File: config.mk
export PLATFORM = sky130hd
export DESIGN_NAME = value_approach_unit
export DESIGN_NICKNAME = d
export VERILOG_FILES = /design/src/rtl/vau_pkg.sv /design/src/rtl/vau_datapath.sv /design/src/rtl/value_approach_unit.sv
export SDC_FILE = /design/constraint.sdc
export NUM_CORES = 1
export LEC_CHECK = 0
export BUFFER_PORTS_ARGS = -buffer_cell sky130_fd_sc_hd__buf_2
export CORE_AREA = 2 2 263 265
export CTS_CLUSTER_DIAMETER = 60
export DETAILED_ROUTE_END_ITERATION = 10
export DIE_AREA = 0 0 265 267
export PLACE_DENSITY = 0.48
export REMOVE_ABC_BUFFERS = 1
export SYNTH_ARGS = -nofsm -noshare
export SYNTH_HDL_FRONTEND = slang
export SYNTH_SLANG_ARGS = --single-unit
File: constraint.sdc
create_clock -name clock -period 7.5 [get_ports clock]
set_input_delay 0 -clock clock [delete_from_list [all_inputs] [get_ports clock]]
set_output_delay 0 -clock clock [all_outputs]
set_load 0.01 [all_outputs]
File: src/rtl/vau_pkg.sv
`timescale 1ns / 1ps
// ----------------------------------------------------------------------------
// vau_pkg
// Shared widths, law codes, register indexes, stage bundle and the
// reciprocal table of the value approach unit.
// ----------------------------------------------------------------------------
package vau_pkg;

   // field widths
   localparam int unsigned DataWidth    = 16;
   localparam int unsigned DiffWidth    = DataWidth + 1;
   localparam int unsigned LimWidth     = 15;
   localparam int unsigned ModeWidth    = 4;
   localparam int unsigned TimeWidth    = 4;
   localparam int unsigned RecipWidth   = 12;
   localparam int unsigned FracBits     = 12;
   localparam int unsigned ProdWidth    = DiffWidth + RecipWidth + 1;
   localparam int unsigned CsrIdxWidth  = 2;
   localparam int unsigned CsrDataWidth = LimWidth;

   // register indexes
   localparam logic [CsrIdxWidth-1:0] CSR_LAW_MODE   = 2'd0;
   localparam logic [CsrIdxWidth-1:0] CSR_STEP_LIMIT = 2'd1;
   localparam logic [CsrIdxWidth-1:0] CSR_TIME_INDEX = 2'd2;

   // approach law codes
   localparam logic [ModeWidth-1:0] MODE_EXP2  = 4'd0;
   localparam logic [ModeWidth-1:0] MODE_EXP4  = 4'd1;
   localparam logic [ModeWidth-1:0] MODE_EXP8  = 4'd2;
   localparam logic [ModeWidth-1:0] MODE_TIME  = 4'd3;
   localparam logic [ModeWidth-1:0] MODE_CLAMP = 4'd4;
   localparam logic [ModeWidth-1:0] MODE_SLEW  = 4'd5;
   localparam logic [ModeWidth-1:0] MODE_DEAD2 = 4'd6;
   localparam logic [ModeWidth-1:0] MODE_DEAD4 = 4'd7;
   localparam logic [ModeWidth-1:0] MODE_DEAD8 = 4'd8;

   typedef logic [RecipWidth-1:0] recip_type;

   // item bundle after the first stage
   typedef struct packed {
      logic [DataWidth-1:0]        cur;
      logic [DataWidth-1:0]        tgt;
      logic signed [DiffWidth-1:0] diff;
      logic [ModeWidth-1:0]        mode;
      logic [LimWidth-1:0]         lim;
      recip_type                   recip;
      logic                        last;
   } stage_type;

   // floor(4096 / (n + 1)), entry zero means jump to the target
   function automatic recip_type recip_lookup(input logic [TimeWidth-1:0] idx);
      recip_type r;
      case (idx)
         4'd0:    r = 12'h000;
         4'd1:    r = 12'h800;
         4'd2:    r = 12'h555;
         4'd3:    r = 12'h400;
         4'd4:    r = 12'h333;
         4'd5:    r = 12'h2AA;
         4'd6:    r = 12'h249;
         4'd7:    r = 12'h200;
         4'd8:    r = 12'h1C7;
         4'd9:    r = 12'h199;
         4'd10:   r = 12'h174;
         4'd11:   r = 12'h155;
         4'd12:   r = 12'h13B;
         4'd13:   r = 12'h124;
         4'd14:   r = 12'h111;
         4'd15:   r = 12'h100;
         default: r = 12'h000;
      endcase
      return r;
   endfunction

endpackage

File: src/rtl/vau_datapath.sv
`timescale 1ns / 1ps
// ----------------------------------------------------------------------------
// vau_datapath
// Second and third stages: divided steps, reciprocal multiply and limit
// compares, then law selection and the final wrapped add into the result
// register.
// ----------------------------------------------------------------------------
module vau_datapath (
   input  logic                                clock,
   input  logic                                reset,
   input  logic                                s1_valid,
   input  vau_pkg::stage_type                  s1,
   output logic                                rsp_valid,
   output logic signed [vau_pkg::DataWidth-1:0] rsp_next_value,
   output logic                                rsp_last_out
);

   localparam int unsigned DW = vau_pkg::DataWidth;
   localparam int unsigned FW = vau_pkg::DiffWidth;
   localparam int unsigned PW = vau_pkg::ProdWidth;
   localparam int unsigned LW = vau_pkg::LimWidth;
   localparam int unsigned HW = PW - vau_pkg::FracBits;

   localparam logic signed [FW-1:0] Two      = 17'sd2;
   localparam logic signed [FW-1:0] Four     = 17'sd4;
   localparam logic signed [FW-1:0] Eight    = 17'sd8;
   localparam logic signed [FW-1:0] NegTwo   = -17'sd2;
   localparam logic signed [FW-1:0] NegFour  = -17'sd4;
   localparam logic signed [FW-1:0] NegEight = -17'sd8;
   localparam logic signed [FW-1:0] Zero     = 17'sd0;

   // stage 2 registers
   logic                           v2_ff, v2_in;
   logic [DW-1:0]                  cur2_ff, cur2_in;
   logic [DW-1:0]                  tgt2_ff, tgt2_in;
   logic [vau_pkg::ModeWidth-1:0]  mode2_ff, mode2_in;
   logic [LW-1:0]                  lim2_ff, lim2_in;
   logic                           last2_ff, last2_in;
   logic signed [FW-1:0]           q2_ff, q2_in;
   logic signed [FW-1:0]           q4_ff, q4_in;
   logic signed [FW-1:0]           q8_ff, q8_in;
   logic                           small2_ff, small2_in;
   logic                           small4_ff, small4_in;
   logic                           small8_ff, small8_in;
   logic signed [PW-1:0]           prod_ff, prod_in;
   logic                           rzero_ff, rzero_in;
   logic                           gt_ff, gt_in;
   logic                           lt_ff, lt_in;
   logic                           pos_ff, pos_in;

   // result registers
   logic                           rsp_valid_ff, rsp_valid_in;
   logic [DW-1:0]                  rsp_value_ff, rsp_value_in;
   logic                           rsp_last_ff, rsp_last_in;

   logic signed [FW-1:0]           d;
   logic signed [FW-1:0]           lim_s1;
   logic signed [FW-1:0]           lim_s2;
   logic signed [FW-1:0]           qsel;
   logic                           qsmall;
   logic                           big_step;
   logic [HW-1:0]                  prod_hi;
   logic                           prod_corr;
   logic [DW-1:0]                  lim16;

   // stage 2: truncating quotients, multiply and limit compares
   always_comb begin
      d        = s1.diff;
      lim_s1   = $signed({2'b00, s1.lim});
      v2_in    = s1_valid;
      cur2_in  = s1.cur;
      tgt2_in  = s1.tgt;
      mode2_in = s1.mode;
      lim2_in  = s1.lim;
      last2_in = s1.last;
      // floor shift plus one where a negative value had bits shifted out
      q2_in    = (d >>> 1) + $signed({16'b0, d[FW-1] & d[0]});
      q4_in    = (d >>> 2) + $signed({16'b0, d[FW-1] & (|d[1:0])});
      q8_in    = (d >>> 3) + $signed({16'b0, d[FW-1] & (|d[2:0])});
      small2_in = (d < Two) && (d > NegTwo);
      small4_in = (d < Four) && (d > NegFour);
      small8_in = (d < Eight) && (d > NegEight);
      prod_in  = d * $signed({1'b0, s1.recip});
      rzero_in = (s1.recip == '0);
      gt_in    = d > lim_s1;
      lt_in    = d < -lim_s1;
      pos_in   = d > Zero;
   end

   always_ff @(posedge clock) begin
      if (reset) begin
         v2_ff <= 1'b0;
      end else begin
         v2_ff <= v2_in;
      end
      cur2_ff   <= cur2_in;
      tgt2_ff   <= tgt2_in;
      mode2_ff  <= mode2_in;
      lim2_ff   <= lim2_in;
      last2_ff  <= last2_in;
      q2_ff     <= q2_in;
      q4_ff     <= q4_in;
      q8_ff     <= q8_in;
      small2_ff <= small2_in;
      small4_ff <= small4_in;
      small8_ff <= small8_in;
      prod_ff   <= prod_in;
      rzero_ff  <= rzero_in;
      gt_ff     <= gt_in;
      lt_ff     <= lt_in;
      pos_ff    <= pos_in;
   end

   // stage 3: pick the law and form the wrapped result
   always_comb begin
      lim_s2    = $signed({2'b00, lim2_ff});
      lim16     = {1'b0, lim2_ff};
      prod_hi   = prod_ff[PW-1:vau_pkg::FracBits];
      prod_corr = prod_ff[PW-1] & (|prod_ff[vau_pkg::FracBits-1:0]);
      case (mode2_ff)
         vau_pkg::MODE_EXP2, vau_pkg::MODE_DEAD2: begin
            qsel   = q2_ff;
            qsmall = small2_ff;
         end
         vau_pkg::MODE_EXP4, vau_pkg::MODE_DEAD4: begin
            qsel   = q4_ff;
            qsmall = small4_ff;
         end
         default: begin
            qsel   = q8_ff;
            qsmall = small8_ff;
         end
      endcase
      big_step = (qsel >= lim_s2) || (qsel <= -lim_s2);

      case (mode2_ff)
         vau_pkg::MODE_EXP2, vau_pkg::MODE_EXP4, vau_pkg::MODE_EXP8: begin
            rsp_value_in = qsmall ? tgt2_ff : cur2_ff + qsel[DW-1:0];
         end
         vau_pkg::MODE_TIME: begin
            rsp_value_in = rzero_ff ? tgt2_ff
                         : cur2_ff + prod_hi[DW-1:0] + {{(DW-1){1'b0}}, prod_corr};
         end
         vau_pkg::MODE_CLAMP: begin
            if (gt_ff) begin
               rsp_value_in = tgt2_ff - lim16;
            end else if (lt_ff) begin
               rsp_value_in = tgt2_ff + lim16;
            end else begin
               rsp_value_in = cur2_ff;
            end
         end
         vau_pkg::MODE_SLEW: begin
            if (pos_ff) begin
               rsp_value_in = gt_ff ? cur2_ff + lim16 : tgt2_ff;
            end else begin
               rsp_value_in = lt_ff ? cur2_ff - lim16 : tgt2_ff;
            end
         end
         vau_pkg::MODE_DEAD2, vau_pkg::MODE_DEAD4, vau_pkg::MODE_DEAD8: begin
            rsp_value_in = big_step ? cur2_ff + qsel[DW-1:0] : tgt2_ff;
         end
         default: begin
            rsp_value_in = cur2_ff;
         end
      endcase
      rsp_valid_in = v2_ff;
      rsp_last_in  = last2_ff;
   end

   always_ff @(posedge clock) begin
      if (reset) begin
         rsp_valid_ff <= 1'b0;
      end else begin
         rsp_valid_ff <= rsp_valid_in;
      end
      rsp_value_ff <= rsp_value_in;
      rsp_last_ff  <= rsp_last_in;
   end

   assign rsp_valid      = rsp_valid_ff;
   assign rsp_next_value = $signed(rsp_value_ff);
   assign rsp_last_out   = rsp_last_ff;

   // zero reciprocal jumps straight to the target
   a_time_zero_recip: assert property (@(posedge clock) disable iff (reset)
      v2_ff && (mode2_ff == vau_pkg::MODE_TIME) && rzero_ff
      |=> rsp_value_ff == $past(tgt2_ff))
      else $error("time law with zero reciprocal did not give the target");

   // unused law codes pass the current value through
   a_unused_mode: assert property (@(posedge clock) disable iff (reset)
      v2_ff && (mode2_ff > vau_pkg::MODE_DEAD8)
      |=> rsp_value_ff == $past(cur2_ff))
      else $error("unused law code changed the value");

endmodule

File: src/rtl/value_approach_unit.sv
`timescale 1ns / 1ps
// ----------------------------------------------------------------------------
// value_approach_unit
// Moves one signed 16-bit element toward its target by a configured law.
// ----------------------------------------------------------------------------
// One item can be taken in every clock cycle in which start is high and
// busy is low, and each result appears on rsp_* in order, marked by a
// one-cycle rsp_valid strobe; the receiver cannot hold results off, so it
// must take every strobe. busy is high only while reset is held. The three
// stages are input capture with the difference, the 17x13 reciprocal
// multiply with the divided steps and limit compares, and the law select
// with the final wrapped add. Write the csr_* registers only while no item
// is in flight.
// ----------------------------------------------------------------------------
module value_approach_unit (
   input  logic                                  clock,
   input  logic                                  reset,
   input  logic                                  start,
   output logic                                  busy,
   input  logic signed [vau_pkg::DataWidth-1:0]  req_current,
   input  logic signed [vau_pkg::DataWidth-1:0]  req_target,
   input  logic                                  req_last,
   input  logic                                  csr_we,
   input  logic [vau_pkg::CsrIdxWidth-1:0]       csr_index,
   input  logic [vau_pkg::CsrDataWidth-1:0]      csr_wdata,
   output logic                                  rsp_valid,
   output logic signed [vau_pkg::DataWidth-1:0]  rsp_next_value,
   output logic                                  rsp_last_out
);

   localparam int unsigned DW = vau_pkg::DataWidth;

   // configuration registers
   logic [vau_pkg::ModeWidth-1:0] law_mode_ff, law_mode_in;
   logic [vau_pkg::LimWidth-1:0]  step_limit_ff, step_limit_in;
   logic [vau_pkg::TimeWidth-1:0] time_index_ff, time_index_in;

   // first stage
   logic                s1_valid_ff, s1_valid_in;
   vau_pkg::stage_type  s1_ff, s1_in;
   logic                accept;

   assign busy   = reset;
   assign accept = start & ~busy;

   // register writes, indexes beyond the list are dropped
   always_comb begin
      law_mode_in   = law_mode_ff;
      step_limit_in = step_limit_ff;
      time_index_in = time_index_ff;
      if (csr_we) begin
         case (csr_index)
            vau_pkg::CSR_LAW_MODE:   law_mode_in   = csr_wdata[vau_pkg::ModeWidth-1:0];
            vau_pkg::CSR_STEP_LIMIT: step_limit_in = csr_wdata[vau_pkg::LimWidth-1:0];
            vau_pkg::CSR_TIME_INDEX: time_index_in = csr_wdata[vau_pkg::TimeWidth-1:0];
            default: ;
         endcase
      end
   end

   // item capture and difference
   always_comb begin
      s1_valid_in  = accept;
      s1_in.cur    = req_current;
      s1_in.tgt    = req_target;
      s1_in.diff   = $signed({req_target[DW-1], req_target})
                   - $signed({req_current[DW-1], req_current});
      s1_in.mode   = law_mode_ff;
      s1_in.lim    = step_limit_ff;
      s1_in.recip  = vau_pkg::recip_lookup(time_index_ff);
      s1_in.last   = req_last;
   end

   always_ff @(posedge clock) begin
      if (reset) begin
         law_mode_ff   <= '0;
         step_limit_ff <= '0;
         time_index_ff <= '0;
         s1_valid_ff   <= 1'b0;
      end else begin
         law_mode_ff   <= law_mode_in;
         step_limit_ff <= step_limit_in;
         time_index_ff <= time_index_in;
         s1_valid_ff   <= s1_valid_in;
      end
      s1_ff <= s1_in;
   end

   vau_datapath u_datapath (
      .clock          (clock),
      .reset          (reset),
      .s1_valid       (s1_valid_ff),
      .s1             (s1_ff),
      .rsp_valid      (rsp_valid),
      .rsp_next_value (rsp_next_value),
      .rsp_last_out   (rsp_last_out)
   );

   // every item taken gives one result strobe
   a_item_result: assert property (@(posedge clock) disable iff (reset)
      accept |-> ##3 rsp_valid)
      else $error("item taken without a result three cycles later");

   // no result strobe without a matching item taken earlier
   a_no_phantom: assert property (@(posedge clock) disable iff (reset)
      !accept |-> ##3 !rsp_valid)
      else $error("result strobe without a matching item");

endmodule
==> impl_metrics.toml <==
[run_status]
status = "finished clean"

[detailed_routing]
wirelength_um = 76100
wl_per_cell_um = 20.3
viasPerCell = 5.19
wl_met1_um = 33300
drc = 0
top_layer = "met4"
vias = 19500
wl_met2_um = 37800
detail-route-antenna-nets = 0
dr.pass1.iters = 8
wl_met3_um = 2750
drtIter0Drc = 1011

[yosys]
synth.avg_cell_area_um2 = 8.63
synth_flop_cell = "dfxtp_1"
yosysUniqueCellTypes = 92
synth_edf_count = 0
syn_area_um2 = 23500
yosysWarnings = 0
ys_ff_latch = 260
ys_seq_area_share_pct = 22.1
synthArstFlopShare_pct = 0
syn-instance-count = 2726

[timing]
fin_crit_ns = 6.16
slew_headroom_pct = 19.1
hold_viol_final = 0
slew_viol_final = 0
setup_viol = 0
finalCritPeriodShare_pct = 82.1
tightest_slew_ns = 1.21
fmax_mhz = 162
setup_tns_ns = 0
grt_setup_unrepaired = "no"
worst_slack_ns = 1.34
skew_ns = 0.0192

[final_layout]
diodes = 0
final_util_pct = 39.6
area_delta_synth_final_pct = 14.4
fillerInstances = 6858
drive_gt1_share_pct = 7.34
multiInputGateArea_um2 = 16500
fin_nets = 3347
regArea_um2 = 5200
final_common_cell = "inv_1"
final_cell_mix = "367 x inv_1, 260 x dfxtp_1, 251 x ha_1"
finalNonFillerCells = 3755

[floorplanning]
rows = 96
dieArea_um2 = 70800
die_w_um = 265
io-pin-count = 73
initial_core_util_pct = 34.6
die_y_um = 267
core_region_area_um2 = 68000

[clock_network]
clock_path_buffers = 3
cts_tree = "done"
post_cts_buffers = 0
cts_root_buf = "clkbuf_16"
htreeDepth = 2
cts.sink_count = 260
path_clk_slew_ns = 0.06
clock_latency_ns = 0.57
cts-buffers-inserted = 40

[run]
maxCapViolCount = 0

[placement]
place_inst = 3602
dp_slack_ns = 1.35
dpl.hpwl_um = 61300
portBuffers = 72
place.gp.congestion = 0.961

[global_route]
gr-total-overflow = 0
groute.usage.overall_pct = 21.7
grt_start_max_net_pins = 40
grt_pass1_wl_um = 118000
grt_pass1_vias = 20400
antenna_found_initial = 2

[worst_setup_path]
startpoint_type = "flip-flop"
path_max_fanout = 16
critPathKind = "reg -> reg"
required_ns = 7.99
cp.arrival_ns = 6.65
endpoint_kind = "flip-flop"

[power_and_ir_drop]
p_leak_nw = 12.3
p_per_area_nw_per_um2 = 243
ir_drop_mv = 0.177

[hold_path]
hp-class = "in -> reg"
power by group:
part / switching, mW / leakage [nW] / internal [mW] / total, mW
registers: 0.213 / 2.17 / 1.62 / 1.84
logic: 1.72 / 9.50 / 1.16 / 2.88
clock network: 0.747 / 0.619 / 1.07 / 1.81
worst paths after layout:
check                                 end  cells after the start  slack [ns]                start
setup / recovery   u_datapath.prod_ff[29]                     21        1.34            s1_ff[36]
hold reg to reg   u_datapath.rsp_last_out                      0        0.32  u_datapath.last2_ff
setup reg to reg   u_datapath.prod_ff[29]                     21        1.34            s1_ff[36]
hold / removal                  s1_ff[73]                      2        0.08       req_current[8]
cell type report:
class                   count  share of cell area (%)
clock buffers              43                    3.76
clock inverters            26                    1.02
inverters                 368                    5.13
multi-input cells        1986                    61.2
flip-flops and latches    260                    19.3
well taps                 882                    4.10
repair buffers            190                    5.41
timing repair:
action / 4_1_cts / 5_1_grt
setup endpoints to repair: 0 / 0
hold endpoints to repair: 68 / 0
gates resized for setup: 0 / 0
hold buffers: 84 / 0
worst max-delay path, stage by stage, from the launching register on:
cell and delay (ns):
dfxtp_1 0.52, buf_4 0.31, nand2_1 0.11, fa_1 0.56, inv_1 0.05, fa_1 0.46, fa_1 0.52, fa_1 0.54
inv_1 0.05, fa_1 0.53, inv_1 0.04, ha_1 0.37, a21o_1 0.21, a21o_1 0.18, a21o_1 0.20, a211oi_1 0.20
buf_4 0.17, o21ai_1 0.16, a2111o_1 0.43, a21o_1 0.17, a21oi_1 0.18, xnor2_1 0.13
sequential cells by signal, summed over array words and instances, names as in the netlist, 15 cells and up:
register	cells
s1_ff	81
step_limit_ff	15
u_datapath.cur2_ff	16
u_datapath.lim2_ff	15
u_datapath.prod_ff	29
u_datapath.q2_ff	17
u_datapath.q4_ff	16
u_datapath.q8_ff	15
u_datapath.rsp_next_value	16
u_datapath.tgt2_ff	16
routing by layer:
layer	vias to the layer above	GRT usage [%]
met3	115	1.95
met4	0	7.18
li1	9391	-
met5	-	0
met2	442	39.2
met1	9529	27.1
metrics by stage:
step | power, mW | hold slack, ns | cell area [um2]
CTS | 6.59 | 0.0472 | 26900
global route | 7.01 | 0.0637 | 26900
detailed placement | 4.71 | 0.114 | 24800
finish | 6.54 | 0.0791 | 26900
global placement | 4.67 | 0.105 | 24800
floorplan | 3.77 | 0 | 23100
cell families (layout without fill, tap and decap cells):
group	after synthesis	after routing	synth area share, %
buffers and inverters	480	627	7.83
adder cells (fa/ha/maj)	447	447	30.0
flip-flops	260	260	22.1
XOR/XNOR	140	140	5.24
multiplexers	63	63	2.71
AO/OA/AOI/OAI	532	532	15.5
AND/OR/NAND/NOR	804	804	16.6
cell usage after synthesis (all sizes together) (24+ instances only):
cell	count	area (um2)
o21a	31	233
xnor2	107	937
nor4	24	150
nor2b	36	228
ha	251	3140
inv	367	1380
nand3	43	215
fa	196	3920
a21oi	154	774
and2	116	726
mux2i	58	581
a21o	40	300
xor2	33	297
clkbuf	95	357
nor3	62	310
nand2	246	923
a211oi	37	295
nor2	173	652
dfxtp	260	5200
o21ai	78	394
No activity file was read; power rests on OpenSTA's default activity.
